## config.mk

```make
export PLATFORM = sky130hd
export DESIGN_NAME = rmv_datapath
export DESIGN_NICKNAME = d
export VERILOG_FILES = /design/src/rtl/core/rmv_pkg.sv /design/src/rtl/core/rmv_datapath.sv
export VERILOG_INCLUDE_DIRS = /design/src /design/src/rtl/core
export SDC_FILE = /design/constraint.sdc
export NUM_CORES = 2
export LEC_CHECK = 0
export ABC_AREA = 0
export BUFFER_PORTS_ARGS = -buffer_cell sky130_fd_sc_hd__clkbuf_2
export CAP_MARGIN = 20
export CORE_ASPECT_RATIO = 0.6
export CORE_MARGIN = 3
export CORE_UTILIZATION = 57
export CTS_BUF_LIST = sky130_fd_sc_hd__clkbuf_8
export CTS_CLUSTER_DIAMETER = 150
export CTS_CLUSTER_SIZE = 8
export DETAILED_ROUTE_END_ITERATION = 12
export PLACE_DENSITY = 0.75
export SETUP_SLACK_MARGIN = 0.02
export SLEW_MARGIN = 10
export SYNTH_ARGS = -nofsm -noshare
export SYNTH_HDL_FRONTEND = slang
export SYNTH_SLANG_ARGS = --single-unit
```

## constraint.sdc

```tcl
create_clock -name aclk -period 13.99 [get_ports aclk]
set_input_delay 1.399 -clock aclk [delete_from_list [all_inputs] [get_ports aclk]]
set_output_delay 1.399 -clock aclk [all_outputs]
set_load 0.02 [all_outputs]
```

## src/rtl/core/running_mean_variance_defines.svh

```systemverilog
// ----------------------------------------------------------------------------
// running mean and variance: assertion macros
// shared checking helpers for the statistics core
// ----------------------------------------------------------------------------
`ifndef RUNNING_MEAN_VARIANCE_DEFINES_SVH
`define RUNNING_MEAN_VARIANCE_DEFINES_SVH

// property must hold at every clock edge out of reset
`define RMV_ASSERT(label, prop, msg) \
    label: assert property (@(posedge aclk) disable iff (!aresetn) (prop)) else $error(msg);

// expression must never be true out of reset
`define RMV_NEVER(label, expr, msg) \
    label: assert property (@(posedge aclk) disable iff (!aresetn) !(expr)) else $error(msg);

`endif

```

## src/rtl/core/rmv_pkg.sv

```systemverilog
// ----------------------------------------------------------------------------
// rmv_pkg
// shared types and constants for the running mean and variance core
// ----------------------------------------------------------------------------
package rmv_pkg;

    localparam int DATA_W   = 32;
    localparam int WIDE_W   = 64;
    localparam int OUT_W    = 6 * DATA_W + 2 * WIDE_W;
    localparam int SAMPLE_WIDTH_DEF = 32;
    localparam int COUNT_WIDTH_DEF  = 32;

    // iteration counts of the shared divider
    localparam int MDIV_STEPS = DATA_W + 1;
    localparam int VDIV_STEPS = WIDE_W;
    localparam int STEP_W     = 7;

    // request kinds
    localparam logic REQ_PUSH  = 1'b0;
    localparam logic REQ_CLEAR = 1'b1;

    // variance divisor choice
    localparam logic VAR_SAMPLE     = 1'b0;
    localparam logic VAR_POPULATION = 1'b1;

    typedef struct packed {
        logic capture;
        logic start_mdiv;
        logic mean_upd;
        logic mul;
        logic acc;
        logic start_vdiv;
        logic var_take;
        logic var_zero;
        logic start_sqrt;
        logic out_load;
    } cmd_t;

    typedef struct packed {
        logic skip_welford;
        logic var_needed;
        logic div_busy;
        logic sqrt_busy;
        logic out_busy;
    } sts_t;

endpackage

```

## src/rtl/core/rmv_datapath.sv

```systemverilog
// ----------------------------------------------------------------------------
// rmv_datapath
// statistics registers, shared restoring divider, multiplier, integer sqrt
// ----------------------------------------------------------------------------
`include "running_mean_variance_defines.svh"

module rmv_datapath #(
    parameter int SAMPLE_WIDTH = rmv_pkg::SAMPLE_WIDTH_DEF,
    parameter int COUNT_WIDTH  = rmv_pkg::COUNT_WIDTH_DEF
) (
    input  logic                       aclk,
    input  logic                       aresetn,
    input  rmv_pkg::cmd_t              cmd,
    output rmv_pkg::sts_t              sts,
    input  logic                       cfg_valid,
    input  logic                       cfg_wdata,
    input  logic                       in_req,
    input  logic [rmv_pkg::DATA_W-1:0] in_sample,
    input  logic                       m_tready,
    output logic                       m_tvalid,
    output logic [rmv_pkg::OUT_W-1:0]  m_tdata
);

    localparam int DW = rmv_pkg::DATA_W;
    localparam int WW = rmv_pkg::WIDE_W;

    logic                    kind_reg;
    logic [COUNT_WIDTH-1:0]  count_reg;
    logic signed [DW-1:0]    latest_reg, min_reg, max_reg, mean_reg, x_reg;
    logic signed [WW-1:0]    sum_reg;
    logic [WW-1:0]           accum_reg, prod_reg, var_reg;
    logic signed [DW:0]      delta1_reg;
    logic                    skip_reg;
    logic [DW-1:0]           a1_reg, a2_reg;
    logic [DW-1:0]           d_reg, rem_reg;
    logic [WW-1:0]           quo_reg;
    logic [rmv_pkg::STEP_W-1:0] div_cnt_reg;
    logic [WW-1:0]           sv_reg, sres_reg, sbit_reg;
    logic                    m_tvalid_reg;
    logic [rmv_pkg::OUT_W-1:0] m_tdata_reg;

    logic signed [SAMPLE_WIDTH-1:0] raw;
    logic signed [DW-1:0]    x;
    logic [DW-1:0]           count_ext;
    logic signed [WW:0]      sum_next;
    logic [DW:0]             a1_next;
    logic [DW:0]             rem_sh;
    logic                    ge;
    logic [DW:0]             q_mag;
    logic signed [DW:0]      q_sgn, nmean_next, delta2;
    logic [DW:0]             a2_next;
    logic [WW:0]             accum_next;
    logic [WW-1:0]           strial;

    // sample and sum arithmetic
    always_comb begin
        raw       = in_sample[SAMPLE_WIDTH-1:0];
        x         = DW'(raw);
        count_ext = DW'(count_reg);
        sum_next  = (WW+1)'(sum_reg) + (WW+1)'(x);
        a1_next   = delta1_reg[DW] ? (DW+1)'(-delta1_reg) : (DW+1)'(delta1_reg);
        rem_sh    = {rem_reg, quo_reg[WW-1]};
        ge        = rem_sh >= {1'b0, d_reg};
        q_mag     = quo_reg[DW:0];
        q_sgn     = delta1_reg[DW] ? -$signed(q_mag) : $signed(q_mag);
        nmean_next = (DW+1)'(mean_reg) + q_sgn;
        delta2    = (DW+1)'(x_reg) - nmean_next;
        a2_next   = delta2[DW] ? (DW+1)'(-delta2) : (DW+1)'(delta2);
        accum_next = {1'b0, accum_reg} + {1'b0, prod_reg};
        strial    = sres_reg + sbit_reg;
    end

    // configuration register
    always_ff @(posedge aclk) begin
        if (!aresetn) begin
            kind_reg <= rmv_pkg::VAR_SAMPLE;
        end else if (cfg_valid) begin
            kind_reg <= cfg_wdata;
        end
    end

    // running statistics
    always_ff @(posedge aclk) begin
        if (!aresetn) begin
            count_reg  <= '0;
            latest_reg <= '0;
            min_reg    <= '0;
            max_reg    <= '0;
            sum_reg    <= '0;
            mean_reg   <= '0;
            accum_reg  <= '0;
        end else if (cmd.capture) begin
            if (in_req == rmv_pkg::REQ_CLEAR) begin
                count_reg  <= '0;
                latest_reg <= '0;
                min_reg    <= '0;
                max_reg    <= '0;
                sum_reg    <= '0;
                mean_reg   <= '0;
                accum_reg  <= '0;
            end else begin
                if (count_reg != '1) count_reg <= count_reg + 1'b1;
                latest_reg <= x;
                if (sum_next[WW] != sum_next[WW-1]) begin
                    sum_reg <= sum_next[WW] ? {1'b1, {(WW-1){1'b0}}}
                                            : {1'b0, {(WW-1){1'b1}}};
                end else begin
                    sum_reg <= sum_next[WW-1:0];
                end
                if (count_reg == '0) begin
                    min_reg  <= x;
                    max_reg  <= x;
                    mean_reg <= x;
                end else begin
                    if (x < min_reg) min_reg <= x;
                    if (x > max_reg) max_reg <= x;
                end
            end
        end else if (cmd.mean_upd) begin
            mean_reg <= nmean_next[DW-1:0];
        end else if (cmd.acc) begin
            accum_reg <= accum_next[WW] ? '1 : accum_next[WW-1:0];
        end
    end

    // item working registers
    always_ff @(posedge aclk) begin
        if (cmd.capture) begin
            x_reg      <= x;
            delta1_reg <= (DW+1)'(x) - (DW+1)'(mean_reg);
            skip_reg   <= (in_req == rmv_pkg::REQ_CLEAR) || (count_reg == '0);
        end
        if (cmd.mean_upd) begin
            a1_reg <= a1_next[DW-1:0];
            a2_reg <= a2_next[DW-1:0];
        end
        if (cmd.mul) prod_reg <= WW'(a1_reg) * WW'(a2_reg);
        if (cmd.var_take) var_reg <= quo_reg;
        if (cmd.var_zero) var_reg <= '0;
    end

    // shared restoring divider, one quotient bit a cycle
    always_ff @(posedge aclk) begin
        if (!aresetn) begin
            div_cnt_reg <= '0;
        end else if (cmd.start_mdiv) begin
            quo_reg     <= {a1_next, {(WW-DW-1){1'b0}}};
            d_reg       <= count_ext;
            rem_reg     <= '0;
            div_cnt_reg <= rmv_pkg::STEP_W'(rmv_pkg::MDIV_STEPS);
        end else if (cmd.start_vdiv) begin
            quo_reg     <= accum_reg;
            d_reg       <= (kind_reg == rmv_pkg::VAR_POPULATION) ? count_ext
                                                                : count_ext - 1'b1;
            rem_reg     <= '0;
            div_cnt_reg <= rmv_pkg::STEP_W'(rmv_pkg::VDIV_STEPS);
        end else if (div_cnt_reg != '0) begin
            rem_reg     <= ge ? DW'(rem_sh - {1'b0, d_reg}) : rem_sh[DW-1:0];
            quo_reg     <= {quo_reg[WW-2:0], ge};
            div_cnt_reg <= div_cnt_reg - 1'b1;
        end
    end

    // integer square root, two radicand bits a cycle
    always_ff @(posedge aclk) begin
        if (!aresetn) begin
            sbit_reg <= '0;
        end else if (cmd.start_sqrt) begin
            sv_reg   <= var_reg;
            sres_reg <= '0;
            sbit_reg <= {2'b01, {(WW-2){1'b0}}};
        end else if (sbit_reg != '0) begin
            if (sv_reg >= strial) begin
                sv_reg   <= sv_reg - strial;
                sres_reg <= (sres_reg >> 1) + sbit_reg;
            end else begin
                sres_reg <= sres_reg >> 1;
            end
            sbit_reg <= sbit_reg >> 2;
        end
    end

    // output register
    always_ff @(posedge aclk) begin
        if (!aresetn) begin
            m_tvalid_reg <= 1'b0;
        end else if (cmd.out_load) begin
            m_tvalid_reg <= 1'b1;
        end else if (m_tready) begin
            m_tvalid_reg <= 1'b0;
        end
        if (cmd.out_load) begin
            m_tdata_reg <= {sres_reg[DW-1:0], var_reg, mean_reg, sum_reg,
                            max_reg, min_reg, latest_reg, count_ext};
        end
    end

    assign m_tvalid = m_tvalid_reg;
    assign m_tdata  = m_tdata_reg;

    always_comb begin
        sts              = '0;
        sts.skip_welford = skip_reg;
        sts.var_needed   = count_reg > COUNT_WIDTH'(1);
        sts.div_busy     = div_cnt_reg != '0;
        sts.sqrt_busy    = sbit_reg != '0;
        sts.out_busy     = m_tvalid_reg && !m_tready;
    end

    `RMV_NEVER(a_min_le_max, (count_reg != '0) && (min_reg > max_reg), "minimum above maximum")
    `RMV_NEVER(a_mean_in_range, (count_reg != '0) && ((mean_reg < min_reg) || (mean_reg > max_reg)), "mean outside sample range")
    `RMV_ASSERT(a_empty_zero, (count_reg == '0) |-> ((sum_reg == '0) && (accum_reg == '0)), "empty statistics not zero")
    `RMV_ASSERT(a_div_start, (cmd.start_mdiv || cmd.start_vdiv) |=> (div_cnt_reg != '0), "divider did not start")

endmodule

```

==> summary.md <==
| Metric | Value |
|---|---|
| Status | `finished, final reports clean` |
| Die Y | `330 um` |
| # port buffers | `373` |
| Setup bufs post-CTS | `0` |
| Drt pass-1 iters | `9` |
| Vias in the first global route | `77900` |
| CP bufs+invs | `2` |
| # hold bufs at CTS | `0` |
| CTS tree | `yes` |
| Sink Count | `1163` |
| Clock Latency Late Sink | `930 ps` |
| TritonCTS buffer count | `171` |
| Worst path arrival time | `10350 ps` |
| Post-layout min period | `9730 ps` |
| Most used flip-flop cell after synthesis | `edfxtp_1` |
| Resized Gates After CTS | `0` |
| Final period util | `69.6%` |
| Initial drt markers | `9754` |
| Post-Syn Nets | `12100` |
| CP peak stage delay | `1070 ps` |
| Final net count | `12300` |
| Worst setup SP type | `flop` |
| Largest cells by area after synthesis | `edfxtp_1 (23%), fa_1 (18%), ha_1 (9.0%), dfxtp_1 (7.9%), nand2_1 (4.4%)` |
| Syn Inst Count | `10400` |
| Largest net degree at the start of global routing | `120` |
| Die width | `546 um` |
| Total die area | `180000 um^2` |
| Crit path max-delay family | `adder cells` |
| Cell mode on critical path | `fa_1` |
| Register area share after synthesis | `31.0%` |
| Most common cell in the synthesized netlist | `nand2_1` |
| Final GP Congestion | `0.994` |
| Total gr overflow | `0` |
| CP max stage cell | `edfxtp_1` |
| Worst-Margin Slew | `1200 ps` |
| Crit Path Class | `reg -> reg` |
| Routed wire length | `323000 um` |
| Max-slew headroom | `19.3%` |
| Req. time, crit path | `14610 ps` |
| Post-synth top cells | `nand2_1 (1160), inv_1 (1135), fa_1 (903), edfxtp_1 (770), ha_1 (720)` |
| Final setup viols | `0` |
| Hold Fails Final Rpt | `0` |
| Clock buffer depth | `4` |
| Layout Skew | `85.9 ps` |
| Initial Util | `57.6%` |
| H-tree levels | `4` |
| # rows | `118` |
| Gr usage total | `35.3%` |
| Root buf cell | `clkbuf_8` |
| Crit path cell chain | `and2_1 -> fa_1 -> inv_1 -> fa_1 -> fa_1 -> fa_1 -> inv_1 -> fa_1 -> ha_1 -> fa_1 -> fa_1 -> ha_1 -> and3_1 -> nand4_1 -> nor4_1 -> or3_1 -> o311a_1 -> o21ai_1 -> o41ai_2 -> a221oi_2 -> o31ai_1 -> nor4b_1 -> or4_1` |
| Top cell type's share of synthesized area | `23.2%` |
| Hold crit path type | `reg -> reg` |
| Filler Cell Count | `14600` |
| Setup crit end kind | `flop` |
| Reg clk slew, reported paths | `70 ps` |
| RSZ-0062 raised after global routing | `no` |
| WL per Instance | `24.7 um` |
| Layout cell share with drive strength beyond 1 | `7.17%` |
| Asr flop ratio synth | `0%` |
| Leading area contributor after synthesis | `edfxtp_1` |
| HPWL after DPL | `246000 um` |
| Max_cap viols | `0` |
| Syn avg cell area | `9.56 um^2` |
| Final slew viol count | `0` |
| Post-Syn Area | `99800 um^2` |
| Initial antenna violation count | `21` |
| Residual DRC count | `0` |
| CP Max Fanout | `32` |
| Global-route wire length before repair | `488000 um` |
| Via count | `80500` |
| Post-route ant nets | `0` |
| Number of I/O pins | `374` |
| Number of enable flip-flop cells after synthesis | `770` |
| Avg Vias per Cell | `6.15` |
| Core area | `173000 um^2` |
| Setup_tns | `0 ps` |
| Max FFs per register | `320` |
| Synthesis Warnings | `0` |
| Seq cells post-synth | `1163` |
| Yosys cell types | `95` |
| Area grow syn2layout | `6.95%` |
| Fmax | `0.103 GHz` |
-- logic make-up (layout without fill, tap and decap cells) --
kind of cell,Yosys count,after routing,synth area share [%]
compound gates,2016,2016,12.6
xor+xnor,583,583,5.14
buf+inv,1633,1933,6.18
flops,1163,1163,31.0
mux,240,240,2.41
other cells,0,10,0
fa+ha+maj,1623,1623,27.1
simple gates,3185,3185,15.5
-- per-layer routing --
layer	vias up	GRT usage (%)	share of wire, %
met3	517	12.6	14
met4	10	7.53	2.3
li1	35700	-	-
met5	-	1.13	0.099
met1	39500	53.8	44
met2	4738	47.6	39
-- stage by stage --
step / utilization [%] / hold WS [ps] / std cells / instance area (um^2) / setup slack [ps]
2_1_floorplan: - / 406 / 10400 / 99800 / 3530
3_5_place_dp: 59.9 / 417 / 12800 / 104000 / 4360
4_1_cts: 61.5 / 427 / 13100 / 107000 / 4350
6_report: 61.6 / 424 / 13100 / 107000 / 4260
3_3_place_gp: 59.9 / 413 / 12800 / 104000 / 4600
5_1_grt: 61.6 / 434 / 13100 / 107000 / 3880
-- path summary, 6_finish.rpt --
check	from	cells after the start	to	slack (ps)
max	a2_reg[4]	23	prod_reg[62]	4260
min reg2reg	latest_reg[7]	0	m_tdata[39]	420
max reg2reg	a2_reg[4]	23	prod_reg[62]	4260
min	latest_reg[7]	0	m_tdata[39]	420
-- placed cells by master, fill, tap and decap left out, types with 55 or more instances in the layout --
cell type / n
o21ai_0: 517
inv_1: 1256
nand2_1: 1160
clkbuf_2: 365
a21o_1: 242
or3_1: 60
ha_1: 720
a211oi_1: 71
and3_1: 95
o21a_1: 66
nand3_1: 124
a31oi_1: 97
nand2b_1: 64
buf_4: 119
a21oi_1: 599
nor2_1: 558
xor2_1: 233
nand4_1: 107
o21bai_1: 62
xnor2_1: 346
o211ai_1: 55
mux2i_1: 234
nor2b_1: 110
clkbuf_8: 174
fa_1: 903
dfxtp_1: 393
edfxtp_1: 770
nor3_1: 128
and2_1: 632
-- cell type report --
class | instances | area [um^2] | share of cell area (%)
Antenna cell | 10 | 25.0 | 0.0234
Clock buffer | 174 | 2390 | 2.24
Clock inverter | 128 | 508 | 0.476
Inverter | 1137 | 4270 | 4.00
Multi-Input combinational cell | 7647 | 62800 | 58.8
Sequential cell | 1163 | 31000 | 29.0
Tap cell | 2340 | 2930 | 2.74
Timing Repair Buffer | 494 | 2880 | 2.69
Power is left out: the tool's default activity adds up to more than one toggle a clock period on the data nets, which glitch-free logic cannot reach.
