$ cat config.mk
export PLATFORM = sky130hd
export DESIGN_NAME = rmv_ctrl
export DESIGN_NICKNAME = d
export VERILOG_FILES = /design/src/rtl/core/running_mean_variance_defines.svh /design/src/rtl/core/rmv_pkg.sv /design/src/rtl/core/rmv_ctrl.sv
export SDC_FILE = /design/constraint.sdc
export NUM_CORES = 1
export LEC_CHECK = 0
export BUFFER_PORTS_ARGS = -buffer_cell sky130_fd_sc_hd__buf_4
export CELL_PAD_IN_SITES_DETAIL_PLACEMENT = 0
export CELL_PAD_IN_SITES_GLOBAL_PLACEMENT = 1
export CORE_MARGIN = 4
export CORE_UTILIZATION = 28
export DETAILED_ROUTE_END_ITERATION = 8
export PLACE_DENSITY = 0.74
export SLEW_MARGIN = 20
export SYNTH_ARGS = -nofsm -noshare
export SYNTH_HDL_FRONTEND = slang
export SYNTH_SLANG_ARGS = --single-unit
$ cat constraint.sdc
create_clock -name aclk -period 1.7 [get_ports aclk]
set_input_delay 0.255 -clock aclk [delete_from_list [all_inputs] [get_ports aclk]]
set_output_delay 0.255 -clock aclk [all_outputs]
set_load 0.05 [all_outputs]
$ cat src/rtl/core/running_mean_variance_defines.svh
// ----------------------------------------------------------------------------
// running mean and variance: assertion macros
// shared checking helpers for the statistics core
// ----------------------------------------------------------------------------
`ifndef RUNNING_MEAN_VARIANCE_DEFINES_SVH
`define RUNNING_MEAN_VARIANCE_DEFINES_SVH

// property must hold at every clock edge out of reset
`define RMV_ASSERT(label, prop, msg) \
    label: assert property (@(posedge aclk) disable iff (!aresetn) (prop)) else $error(msg);

// expression must never be true out of reset
`define RMV_NEVER(label, expr, msg) \
    label: assert property (@(posedge aclk) disable iff (!aresetn) !(expr)) else $error(msg);

`endif

$ cat src/rtl/core/rmv_pkg.sv
// ----------------------------------------------------------------------------
// rmv_pkg
// shared types and constants for the running mean and variance core
// ----------------------------------------------------------------------------
package rmv_pkg;

    localparam int DATA_W   = 32;
    localparam int WIDE_W   = 64;
    localparam int OUT_W    = 6 * DATA_W + 2 * WIDE_W;
    localparam int SAMPLE_WIDTH_DEF = 32;
    localparam int COUNT_WIDTH_DEF  = 32;

    // iteration counts of the shared divider
    localparam int MDIV_STEPS = DATA_W + 1;
    localparam int VDIV_STEPS = WIDE_W;
    localparam int STEP_W     = 7;

    // request kinds
    localparam logic REQ_PUSH  = 1'b0;
    localparam logic REQ_CLEAR = 1'b1;

    // variance divisor choice
    localparam logic VAR_SAMPLE     = 1'b0;
    localparam logic VAR_POPULATION = 1'b1;

    typedef struct packed {
        logic capture;
        logic start_mdiv;
        logic mean_upd;
        logic mul;
        logic acc;
        logic start_vdiv;
        logic var_take;
        logic var_zero;
        logic start_sqrt;
        logic out_load;
    } cmd_t;

    typedef struct packed {
        logic skip_welford;
        logic var_needed;
        logic div_busy;
        logic sqrt_busy;
        logic out_busy;
    } sts_t;

endpackage

$ cat src/rtl/core/rmv_ctrl.sv
// ----------------------------------------------------------------------------
// rmv_ctrl
// sequencer for one item: update, mean division, m2 update, variance, sqrt
// ----------------------------------------------------------------------------
module rmv_ctrl (
    input  logic          aclk,
    input  logic          aresetn,
    input  logic          s_tvalid,
    output logic          s_tready,
    input  rmv_pkg::sts_t sts,
    output rmv_pkg::cmd_t cmd
);

    typedef enum logic [3:0] {
        S_IDLE, S_DECIDE, S_MDIV_GO, S_MDIV_WAIT, S_MEAN, S_MUL, S_ACC,
        S_VDIV_GO, S_VDIV_WAIT, S_SQRT_GO, S_SQRT_WAIT, S_OUT
    } state_t;

    state_t state_reg, state_next;

    // next state
    always_comb begin
        state_next = state_reg;
        unique case (state_reg)
            S_IDLE:      if (s_tvalid) state_next = S_DECIDE;
            S_DECIDE:    state_next = sts.skip_welford ? S_VDIV_GO : S_MDIV_GO;
            S_MDIV_GO:   state_next = S_MDIV_WAIT;
            S_MDIV_WAIT: if (!sts.div_busy) state_next = S_MEAN;
            S_MEAN:      state_next = S_MUL;
            S_MUL:       state_next = S_ACC;
            S_ACC:       state_next = S_VDIV_GO;
            S_VDIV_GO:   state_next = sts.var_needed ? S_VDIV_WAIT : S_SQRT_GO;
            S_VDIV_WAIT: if (!sts.div_busy) state_next = S_SQRT_GO;
            S_SQRT_GO:   state_next = S_SQRT_WAIT;
            S_SQRT_WAIT: if (!sts.sqrt_busy) state_next = S_OUT;
            S_OUT:       if (!sts.out_busy) state_next = S_IDLE;
            default:     state_next = S_IDLE;
        endcase
    end

    // state register
    always_ff @(posedge aclk) begin
        if (!aresetn) begin
            state_reg <= S_IDLE;
        end else begin
            state_reg <= state_next;
        end
    end

    // commands to the datapath
    always_comb begin
        cmd            = '0;
        cmd.capture    = (state_reg == S_IDLE) && s_tvalid;
        cmd.start_mdiv = (state_reg == S_MDIV_GO);
        cmd.mean_upd   = (state_reg == S_MEAN);
        cmd.mul        = (state_reg == S_MUL);
        cmd.acc        = (state_reg == S_ACC);
        cmd.start_vdiv = (state_reg == S_VDIV_GO) && sts.var_needed;
        cmd.var_zero   = (state_reg == S_VDIV_GO) && !sts.var_needed;
        cmd.var_take   = (state_reg == S_VDIV_WAIT) && !sts.div_busy;
        cmd.start_sqrt = (state_reg == S_SQRT_GO);
        cmd.out_load   = (state_reg == S_OUT) && !sts.out_busy;
    end

    assign s_tready = (state_reg == S_IDLE);

endmodule

==> run_results.csv, run 1 <==
group,metric,value,unit
pwr,ir_worst_vdd,475.4,uV
layout,stdcell_area,600.6,sq um
sta,final-hold-violation-count,0,
layout,areaGrowthSynthToFinish,61.07,%
pwr,p_per_area,863.9,nW/um^2
worst_setup_path,timing.reg2reg.setup_slack,0.24,ns
detailed_routing,drc,0,
worst_setup_path,endpoint,"cmd[9]",
worst_setup_path,cp.required,1.44,ns
cts,clk_latency,0.23,ns
layout,nets,78,
sta,drv_slew,0,
sta,setup_ws,0.08221,ns
placed_design,portBuffers,18,
worst_setup_path,r2r_end,"state_reg[1]",
worst_setup_path,path_max_fanout,7,
status,outcome,"finished, final reports clean",
yosys,synth_warnings,0,
global_route,grt_max_degree,9,
worst_setup_path,worstSetupEndpointType,"primary output",
min_path,hold_path.startpoint,"aresetn",
sta,setup_tns,0,ns
yosys,synth_seq_cells,4,
yosys,synth-edff-count,0,
detailed_routing,via_per_inst,4.915,
cts,cts_sinks,4,
layout,final_util,50.63,%
yosys,yosysSeqAreaShare,21.48,%
floorplanning,core.rowCount,12,
cts,holdBufCountCts,0,
placed_design,placedCellCount,79,
global_route,first_global_vias,403,
yosys,synth_top_area_share,21.48,%
placed_design,dp_hpwl,833.2,microns
sta,fmax,618.1,MHz
layout,n_antenna_cell,0,
global_route,grt_pass1_wl,1766,microns
job,max_cap_viol_count,0,
cts,cts_max_level,1,
layout,fin_cells,82,
sta,setup_viol,0,
global_route,grt_usage,11.87,%
worst_setup_path,cp_top_family,"simple AND/OR/NAND/NOR gates",
sta,maxSlewHeadroom,82.11,%
pwr,leakagePower,0.0002600,uW
yosys,syn_nets,54,
floorplanning,coreArea,1186,sq um
detailed_routing,ant_nets,0,
yosys,synthCells,46,
sta,rsz0062_at_grt,"no",
cts,cts_root_buffer,"clkbuf_4",
worst_setup_path,crit_path_max_incr_delay,0.37,ns
worst_setup_path,cp-start-kind,"flop",
layout,drive_gt1_share,55.88,%
floorplanning,die_y,44.49,microns
yosys,yosysTopAreaCell,"dfxtp_1",
sta,fin_skew,0.002088,ns
cts,cts_buffers,3,
min_path,min_path_type,"in2reg",
floorplanning,die_w,44.49,microns
detailed_routing,wl_per_cell,12.98,microns
cts,cts_buffer_depth,2,
layout,largest_reg_flops,4,
yosys,synthDistinctLibCells,24,
worst_setup_path,crit_chain,"or2_4 > nor3_4 > and2_1 > buf_4",
yosys,synth.area.top_cells,"dfxtp_1 21%, a2111oi_4 7.4%, nor2_1 7.0%",
cts,postCtsSetupRepairBufs,0,
sta,period_share,95.16,%
detailed_routing,routed_wirelength,1064,microns
yosys,netlist_area,372.9,sq um
yosys,ys_async_sr_fraction,0,%
sta,tightest_slew,0.2683,ns
worst_setup_path,startpoint,"state_reg[0]",
worst_setup_path,r2r_cells,5,
placed_design,gp_congestion,0.7875,
floorplanning,dieArea,1979,sq um
worst_setup_path,worstPathArrival,1.36,ns
worst_setup_path,r2r-start,"state_reg[1]",
worst_setup_path,worstPathBufferInverterCount,1,
detailed_routing,drt_iter0_drc,7,
detailed_routing,dr.pass1.iters,3,
global_route,overflow,0,
floorplanning,start_util,31.43,%
min_path,whs_path_depth,2,
placed_design,place_area,560.5,sq um
yosys,synth.avg_cell_area,8.106,sq um
placed_design,dpl_worst_slack,0.2520,ns
yosys,ys.flop_type,"dfxtp_1",
worst_setup_path,cp.depth,4,
global_route,antenna_found_initial,0,
sta,period_minus_slack,1.618,ns
cts,tritoncts,"done",
detailed_routing,vias,403,
worst_setup_path,worstSetupPathType,"reg2out",
cts,clkTransAtPathRegs,0.04,ns
worst_setup_path,crit_path_top_delay_cell,"dfxtp_1",
floorplanning,io_pins,19,
cell usage after synthesis (2+ instances only):
cell type	instances
inv_1	2
dfxtp_1	4
nor3_1	5
nor2_1	7
buf_2	2
and2_1	2
o311a_1	2
nand2b_1	3
nand2_1	4
how the worst min path moves through the flow:
stage / end / slack [ns]
after floorplan: state_reg[3] / 0.38
after global placement: state_reg[3] / 0.50
after detailed placement: state_reg[3] / 0.49
after CTS: state_reg[3] / 0.25
after global routing: state_reg[3] / 0.27
final: state_reg[3] / 0.26
power by group:
group	switching [uW]	internal, uW	total [uW]
Sequential	21.8	106	128
Combinational	166	107	273
Clock	38.8	79.0	118
Total	227	292	519
metal layers:
metal / GRT usage [%] / up-vias / part of all wire, %
met2: 16.91 / 11 / 48
li1: - / 212 / -
met3: 2.439 / 0 / 5.7
met1: 16.79 / 180 / 46
met5: 0 / - / 0
met4: 5.422 / 0 / 0
metrics by stage:
step / hold WS, ns / total power, uW
finish: 0.2567 / 518.8
global route: 0.2729 / 551.7
CTS: 0.2489 / 521.3
detailed placement: 0.4941 / 393.5
global placement: 0.4993 / 393.2
floorplan: 0.3767 / 315.2
repair_timing:
action	in CTS	in global routing
setup endpoints to repair	1	3
resized for setup	1	4
pin swaps	0	0
kinds of logic (layout without fill, tap and decap cells):
| kind of cell | after synthesis | count (layout) | share of synthesized area, % |
|---|---|---|---|
| simple gates | 27 | 27 | 40.60 |
| flops | 4 | 4 | 21.48 |
| mux | 1 | 1 | 4.026 |
| compound gates | 9 | 9 | 27.18 |
| buf+inv | 5 | 27 | 6.713 |
cells in the final DEF, fill, tap and decap left out, drive strengths merged:
cell type	n
o221ai	1
mux2	1
nand2b	3
or2	1
o22ai	1
a21oi	1
clkbuf	3
dfxtp	4
o311a	2
and4bb	1
inv	2
and2	2
o2111a	1
nor2	7
a31oi	2
nor3b	2
a2111oi	1
nand3	1
nand2	4
nor3	6
buf	22
final cells by class:
type | instances | area, sq um
Fill cell | 122 | 585.6
Multi-Input combinational cell | 37 | 307.8
Timing Repair Buffer | 22 | 165.2
Sequential cell | 4 | 80.08
Clock buffer | 3 | 22.52
Tap cell | 14 | 17.52
Inverter | 2 | 7.507
Power figures use the tool's default switching activity.
==> inputs of run 2 (changes only) <==
--- a/config.mk
+++ b/config.mk
@@ -8,7 +8,7 @@
 export BUFFER_PORTS_ARGS = -buffer_cell sky130_fd_sc_hd__buf_4
 export CELL_PAD_IN_SITES_DETAIL_PLACEMENT = 0
 export CELL_PAD_IN_SITES_GLOBAL_PLACEMENT = 1
-export CORE_MARGIN = 4
+export CORE_MARGIN = 2
 export CORE_UTILIZATION = 28
 export DETAILED_ROUTE_END_ITERATION = 8
 export PLACE_DENSITY = 0.74
==> run 2 against run 1 <==
  * Die area down 17%
  * Fmax fell by 0.30%
  * Critical path depth is the same
  * First-iteration DRC count is 43% lower
  * Worst setup slack lost 0.0048 ns
  * Cell count is the same
  * Count of clock-buffer cells in the layout unchanged
  * Via count unchanged
  * Power is 2.5% lower
  * Global-route usage up 2.9 points
  * Routed wire length fell by 5.8%
==> run_results.csv, run 2 (synthesis results as in run 1) <==
group,metric,value,unit
sta,drv_slew,0,
global_route,grt_max_degree,9,
worst_setup_path,timing.reg2reg.setup_slack,0.26,ns
worst_setup_path,r2r_cells,5,
global_route,antenna_found_initial,0,
layout,nFillCells,133,
sta,fmax,616.3,MHz
min_path,hold_path.startpoint,"aresetn",
placed_design,dp_hpwl,806.8,microns
floorplanning,core.rowCount,13,
pwr,internal-power,287.8,uW
layout,n_antenna_cell,0,
layout,drive_gt1_share,52.24,%
layout,multi_input_area,297.8,sq um
global_route,grt_usage,14.77,%
global_route,grt_pass1_wl,1531,microns
sta,period_minus_slack,1.623,ns
pwr,leakagePower,0.0002541,uW
pwr,p_per_area,865.5,nW/um^2
floorplanning,coreArea,1269,sq um
worst_setup_path,worstSetupEndpointType,"primary output",
sta,fin_skew,0.0006048,ns
sta,setup_viol,0,
worst_setup_path,path_max_fanout,8,
cts,postCtsSetupRepairBufs,0,
cts,cts_root_buffer,"clkbuf_4",
pwr,power_frac_clock,22.3,%
detailed_routing,dr.pass1.iters,4,
placed_design,gp_congestion,0.8288,
status,outcome,"finished, final reports clean",
cts,cts_buffer_depth,2,
global_route,first_global_vias,346,
floorplanning,start_util,29.39,%
layout,final_common_cell,"buf_4",
sta,rsz0062_at_grt,"no",
worst_setup_path,r2r-start,"state_reg[3]",
sta,final-hold-violation-count,0,
placed_design,portBuffers,18,
cts,cts_sinks,4,
floorplanning,io_pins,19,
detailed_routing,wl_per_cell,12.22,microns
sta,setup_tns,0,ns
global_route,overflow,0,
layout,register_area,80.08,sq um
worst_setup_path,worstPathArrival,1.37,ns
pwr,power_switching,217.9,uW
floorplanning,die_y,40.49,microns
min_path,hold-path-endpoint,"state_reg[3]",
detailed_routing,routed_wirelength,1002,microns
worst_setup_path,cp-start-kind,"flop",
floorplanning,die_w,40.49,microns
worst_setup_path,worstSetupPathType,"reg2out",
job,max_cap_viol_count,0,
pwr,p_sw_share,43.09,%
detailed_routing,via_per_inst,4.915,
detailed_routing,drt_iter0_drc,4,
sta,period_share,95.45,%
detailed_routing,vias,403,
min_path,min_path_type,"in2reg",
cts,cts_buffers,3,
sta,maxSlewHeadroom,81.19,%
detailed_routing,drc,0,
detailed_routing,ant_nets,0,
layout,largest_reg_flops,4,
cts,clk_latency,0.23,ns
sta,hold_ws,0.2639,ns
worst_setup_path,cp.required,1.44,ns
pwr,ir_worst_vdd,455.6,uV
sta,tightest_slew,0.2818,ns
layout,mostFrequentLayoutCells,"21 x buf_4, 7 x nor2_1, 4 x dfxtp_1",
floorplanning,dieArea,1639,sq um
cts,clkTransAtPathRegs,0.03,ns
worst_setup_path,startpoint,"state_reg[3]",
min_path,whs_path_depth,2,
pwr,p_seq_share,25.8,%
cts,cts_max_level,1,
layout,nets,77,
cts,holdBufCountCts,0,
cts,tritoncts,"done",
pwr,pwr-share-comb,51.9,%
layout,areaGrowthSynthToFinish,56.71,%
worst_setup_path,r2r_end,"state_reg[0]",
run 2: worst max path at each step:
stage          endpoint  slack [ns]  depth (start not counted)
2_1_floorplan    cmd[0]       -0.36                          3
3_3_place_gp     cmd[9]        0.28                          4
3_5_place_dp     cmd[9]        0.25                          4
4_1_cts          cmd[4]        0.03                          4
5_1_grt          cmd[2]        0.01                          4
6_report         cmd[4]        0.08                          4
run 2: power groups by stage:
stage	Sequential (uW)	Combinational [uW]	Clock, uW
floorplan	117	198	0
CTS	128	263	122
finish	131	262	113
global route	133	282	124
global placement	128	259	0
detailed placement	129	259	0
run 2: repair_timing:
action / 4_1_cts / 5_1_grt
pin swaps: 0 / 0
gates resized for setup: 1 / 2
hold endpoints to repair: 0 / 0
endpoints found under the setup margin: 1 / 3
run 2: metrics by stage:
stage	instance area (sq um)	instances	total power [uW]	utilization, %	worst slack, ns
finish	584.3	82	505.7	46.06	0.07737
global route	584.3	82	539.1	46.06	0.01050
CTS	579.3	82	513.0	45.66	0.03244
detailed placement	554.3	79	387.8	43.69	0.2455
global placement	554.3	79	387.0	43.69	0.2762
floorplan	395.4	46	315.2	-	-0.3607
run 2: critical path, cell delays in order, from the launching register on:
cell,delay [ns]
dfxtp_1,0.34
buf_4,0.18
nand2b_2,0.23
nor3_1,0.16
buf_4,0.23
run 2: layer usage:
| layer | global-route usage, % | vias up | routed length, microns |
|---|---|---|---|
| li1 | - | 213 | - |
| met1 | 19.08 | 178 | 496 |
| met2 | 21.43 | 12 | 442 |
| met3 | 3.333 | 0 | 63 |
| met4 | 10.00 | 0 | 0 |
| met5 | 0 | - | 0 |
run 2: final cells by class:
class	instances	share of cell area, %
Clock buffer	3	3.854
Sequential cell	4	13.70
Inverter	2	1.285
Tap cell	15	3.212
Timing Repair Buffer	21	26.98
Multi-Input combinational cell	37	50.96
==> inputs of run 3 (changes only) <==
--- a/config.mk
+++ b/config.mk
@@ -5,12 +5,12 @@
 export SDC_FILE = /design/constraint.sdc
 export NUM_CORES = 1
 export LEC_CHECK = 0
-export BUFFER_PORTS_ARGS = -buffer_cell sky130_fd_sc_hd__buf_4
+export BUFFER_PORTS_ARGS = -buffer_cell sky130_fd_sc_hd__buf_2
 export CELL_PAD_IN_SITES_DETAIL_PLACEMENT = 0
 export CELL_PAD_IN_SITES_GLOBAL_PLACEMENT = 1
-export CORE_MARGIN = 2
-export CORE_UTILIZATION = 28
+export CORE_AREA = 2 2 39 41
 export DETAILED_ROUTE_END_ITERATION = 8
+export DIE_AREA = 0 0 41 43
 export PLACE_DENSITY = 0.74
 export SLEW_MARGIN = 20
 export SYNTH_ARGS = -nofsm -noshare
==> constraint.sdc (replaced) <==
create_clock -name aclk -period 2 [get_ports aclk]
set_input_delay 0.3 -clock aclk [delete_from_list [all_inputs] [get_ports aclk]]
set_output_delay 0.3 -clock aclk [all_outputs]
set_load 0.05 [all_outputs]
==> run 3 against run 2 <==
  * Sequential cell count unchanged
  * Utilization decreased by 9.3 points
  * Die area increased by 7.5%
  * Highest routed layer unchanged
  * Largest power group unchanged
==> run_results.csv, run 3 (synthesis results as in run 1) <==
group,metric,value,unit
status,outcome,"finished, final reports clean",
placed_design,dpl_worst_slack,0.3639,ns
pwr,leakagePower,0.0002303,uW
layout,n_antenna_cell,0,
min_path,hold-path-endpoint,"state_reg[0]",
sta,period_minus_slack,1.792,ns
cts,postCtsSetupRepairBufs,0,
placed_design,gp_congestion,0.7263,
placed_design,place_area,484.2,sq um
floorplanning,dieArea,1763,sq um
floorplanning,die_w,41,microns
layout,areaGrowthSynthToFinish,36.24,%
global_route,grt_max_degree,13,
worst_setup_path,worstPathArrival,1.49,ns
sta,final-hold-violation-count,0,
global_route,antenna_found_initial,0,
layout,largest_reg_flops,4,
floorplanning,io_pins,19,
worst_setup_path,worstSetupEndpointType,"primary output",
detailed_routing,ant_nets,0,
pwr,p_per_area,787.4,nW/um^2
placed_design,dp_hpwl,744.7,microns
detailed_routing,via_per_inst,4.765,
sta,fmax,557.9,MHz
worst_setup_path,cp.required,1.70,ns
cts,post_cts_resized,0,
layout,nets,75,
worst_setup_path,r2r_end,"state_reg[1]",
floorplanning,coreArea,1384,sq um
detailed_routing,wl_per_cell,11.21,microns
cts,clkTransAtPathRegs,0.04,ns
sta,maxSlewHeadroom,71.10,%
worst_setup_path,r2r-start,"state_reg[3]",
sta,fin_skew,0.0001089,ns
detailed_routing,dr.pass1.iters,4,
layout,final_common_cell,"buf_2",
global_route,overflow,0,
global_route,grt_pass1_wl,1317,microns
worst_setup_path,r2r_cells,4,
cts,cts_buffer_depth,2,
layout,drive_gt1_share,47.69,%
worst_setup_path,worstSetupPathType,"reg2out",
cts,cts_max_level,1,
sta,drv_slew,0,
detailed_routing,routed_wirelength,908,microns
sta,rsz0062_at_grt,"no",
worst_setup_path,path_max_fanout,7,
min_path,hold_path.startpoint,"aresetn",
sta,period_share,89.62,%
floorplanning,die_y,43,microns
pwr,ir_worst_vdd,373.8,uV
sta,setup_tns,0,ns
layout,final_util,36.71,%
detailed_routing,drt_iter0_drc,5,
sta,setup_viol,0,
cts,cts_sinks,4,
min_path,whs_path_depth,2,
cts,clk_latency,0.23,ns
floorplanning,core.rowCount,14,
placed_design,portBuffers,18,
sta,tightest_slew,0.4329,ns
worst_setup_path,timing.reg2reg.setup_slack,0.39,ns
cts,holdBufCountCts,0,
detailed_routing,vias,386,
sta,setup_ws,0.2075,ns
min_path,min_path_type,"in2reg",
detailed_routing,drc,0,
cts,cts_buffers,3,
floorplanning,start_util,26.94,%
worst_setup_path,cp-start-kind,"flop",
global_route,first_global_vias,331,
job,max_cap_viol_count,0,
cts,tritoncts,"done",
layout,mostFrequentLayoutCells,"18 x buf_2, 7 x nor2_1, 4 x nand2_1, 4 x nor3_1",
cts,cts_root_buffer,"clkbuf_4",
global_route,grt_usage,10.65,%
layout,stdcell_area,508.0,sq um
## run 3: changes by cell type in the layout (fill, tap and decap cells not counted)
cell,delta
buf_2,+18
buf_4,-20
dfxtp_1,-1
dfxtp_2,+1
nand2_1,+1
nand2_2,-1
nand2b_1,+1
nand2b_2,-1
nor3_1,+1
nor3_4,-1
or2_2,+1
or2_4,-1
## run 3: power breakdown
part / internal (uW) / switching [uW]
logic: 64.2 / 123
registers: 91.3 / 24.8
clock network: 66.9 / 29.9
total: 222 / 178
## run 3: critical path, stage by stage, from the launching register on
cell,delay [ns]
dfxtp_1,0.36
or2_2,0.38
nor3_4,0.13
and2_1,0.14
buf_2,0.25
## run 3: per-layer routing
layer	GRT usage [%]	vias to the layer above	wire, microns
met4	6.000	0	0
met5	0	-	0
li1	-	210	-
met2	16.56	13	433
met3	0	0	59
met1	14.19	163	414
## run 3: how the worst max path moves through the flow
stage,endpoint,start,cells after the start
final,cmd[9],state_reg[0],4
after global routing,cmd[0],state_reg[3],3
after CTS,cmd[9],state_reg[1],4
after detailed placement,cmd[9],state_reg[1],4
after global placement,cmd[4],state_reg[1],3
after floorplan,cmd[0],state_reg[1],3
## run 3: cell type report
cell class / instances / area, sq um
Multi-Input combinational cell: 37 / 279.0
Fill cell: 151 / 875.8
Sequential cell: 4 / 81.33
Tap cell: 16 / 20.02
Clock buffer: 3 / 22.52
Inverter: 2 / 7.507
Timing Repair Buffer: 19 / 97.59
## run 3: metrics by stage
stage               total power [uW]  std cells  hold slack, ns
detailed placement             305.5         78          0.5743
floorplan                      264.2         46          0.4217
global placement               304.9         78          0.5504
finish                         400.0         81          0.3396
global route                   426.6         81          0.3438
CTS                            408.8         81          0.3292
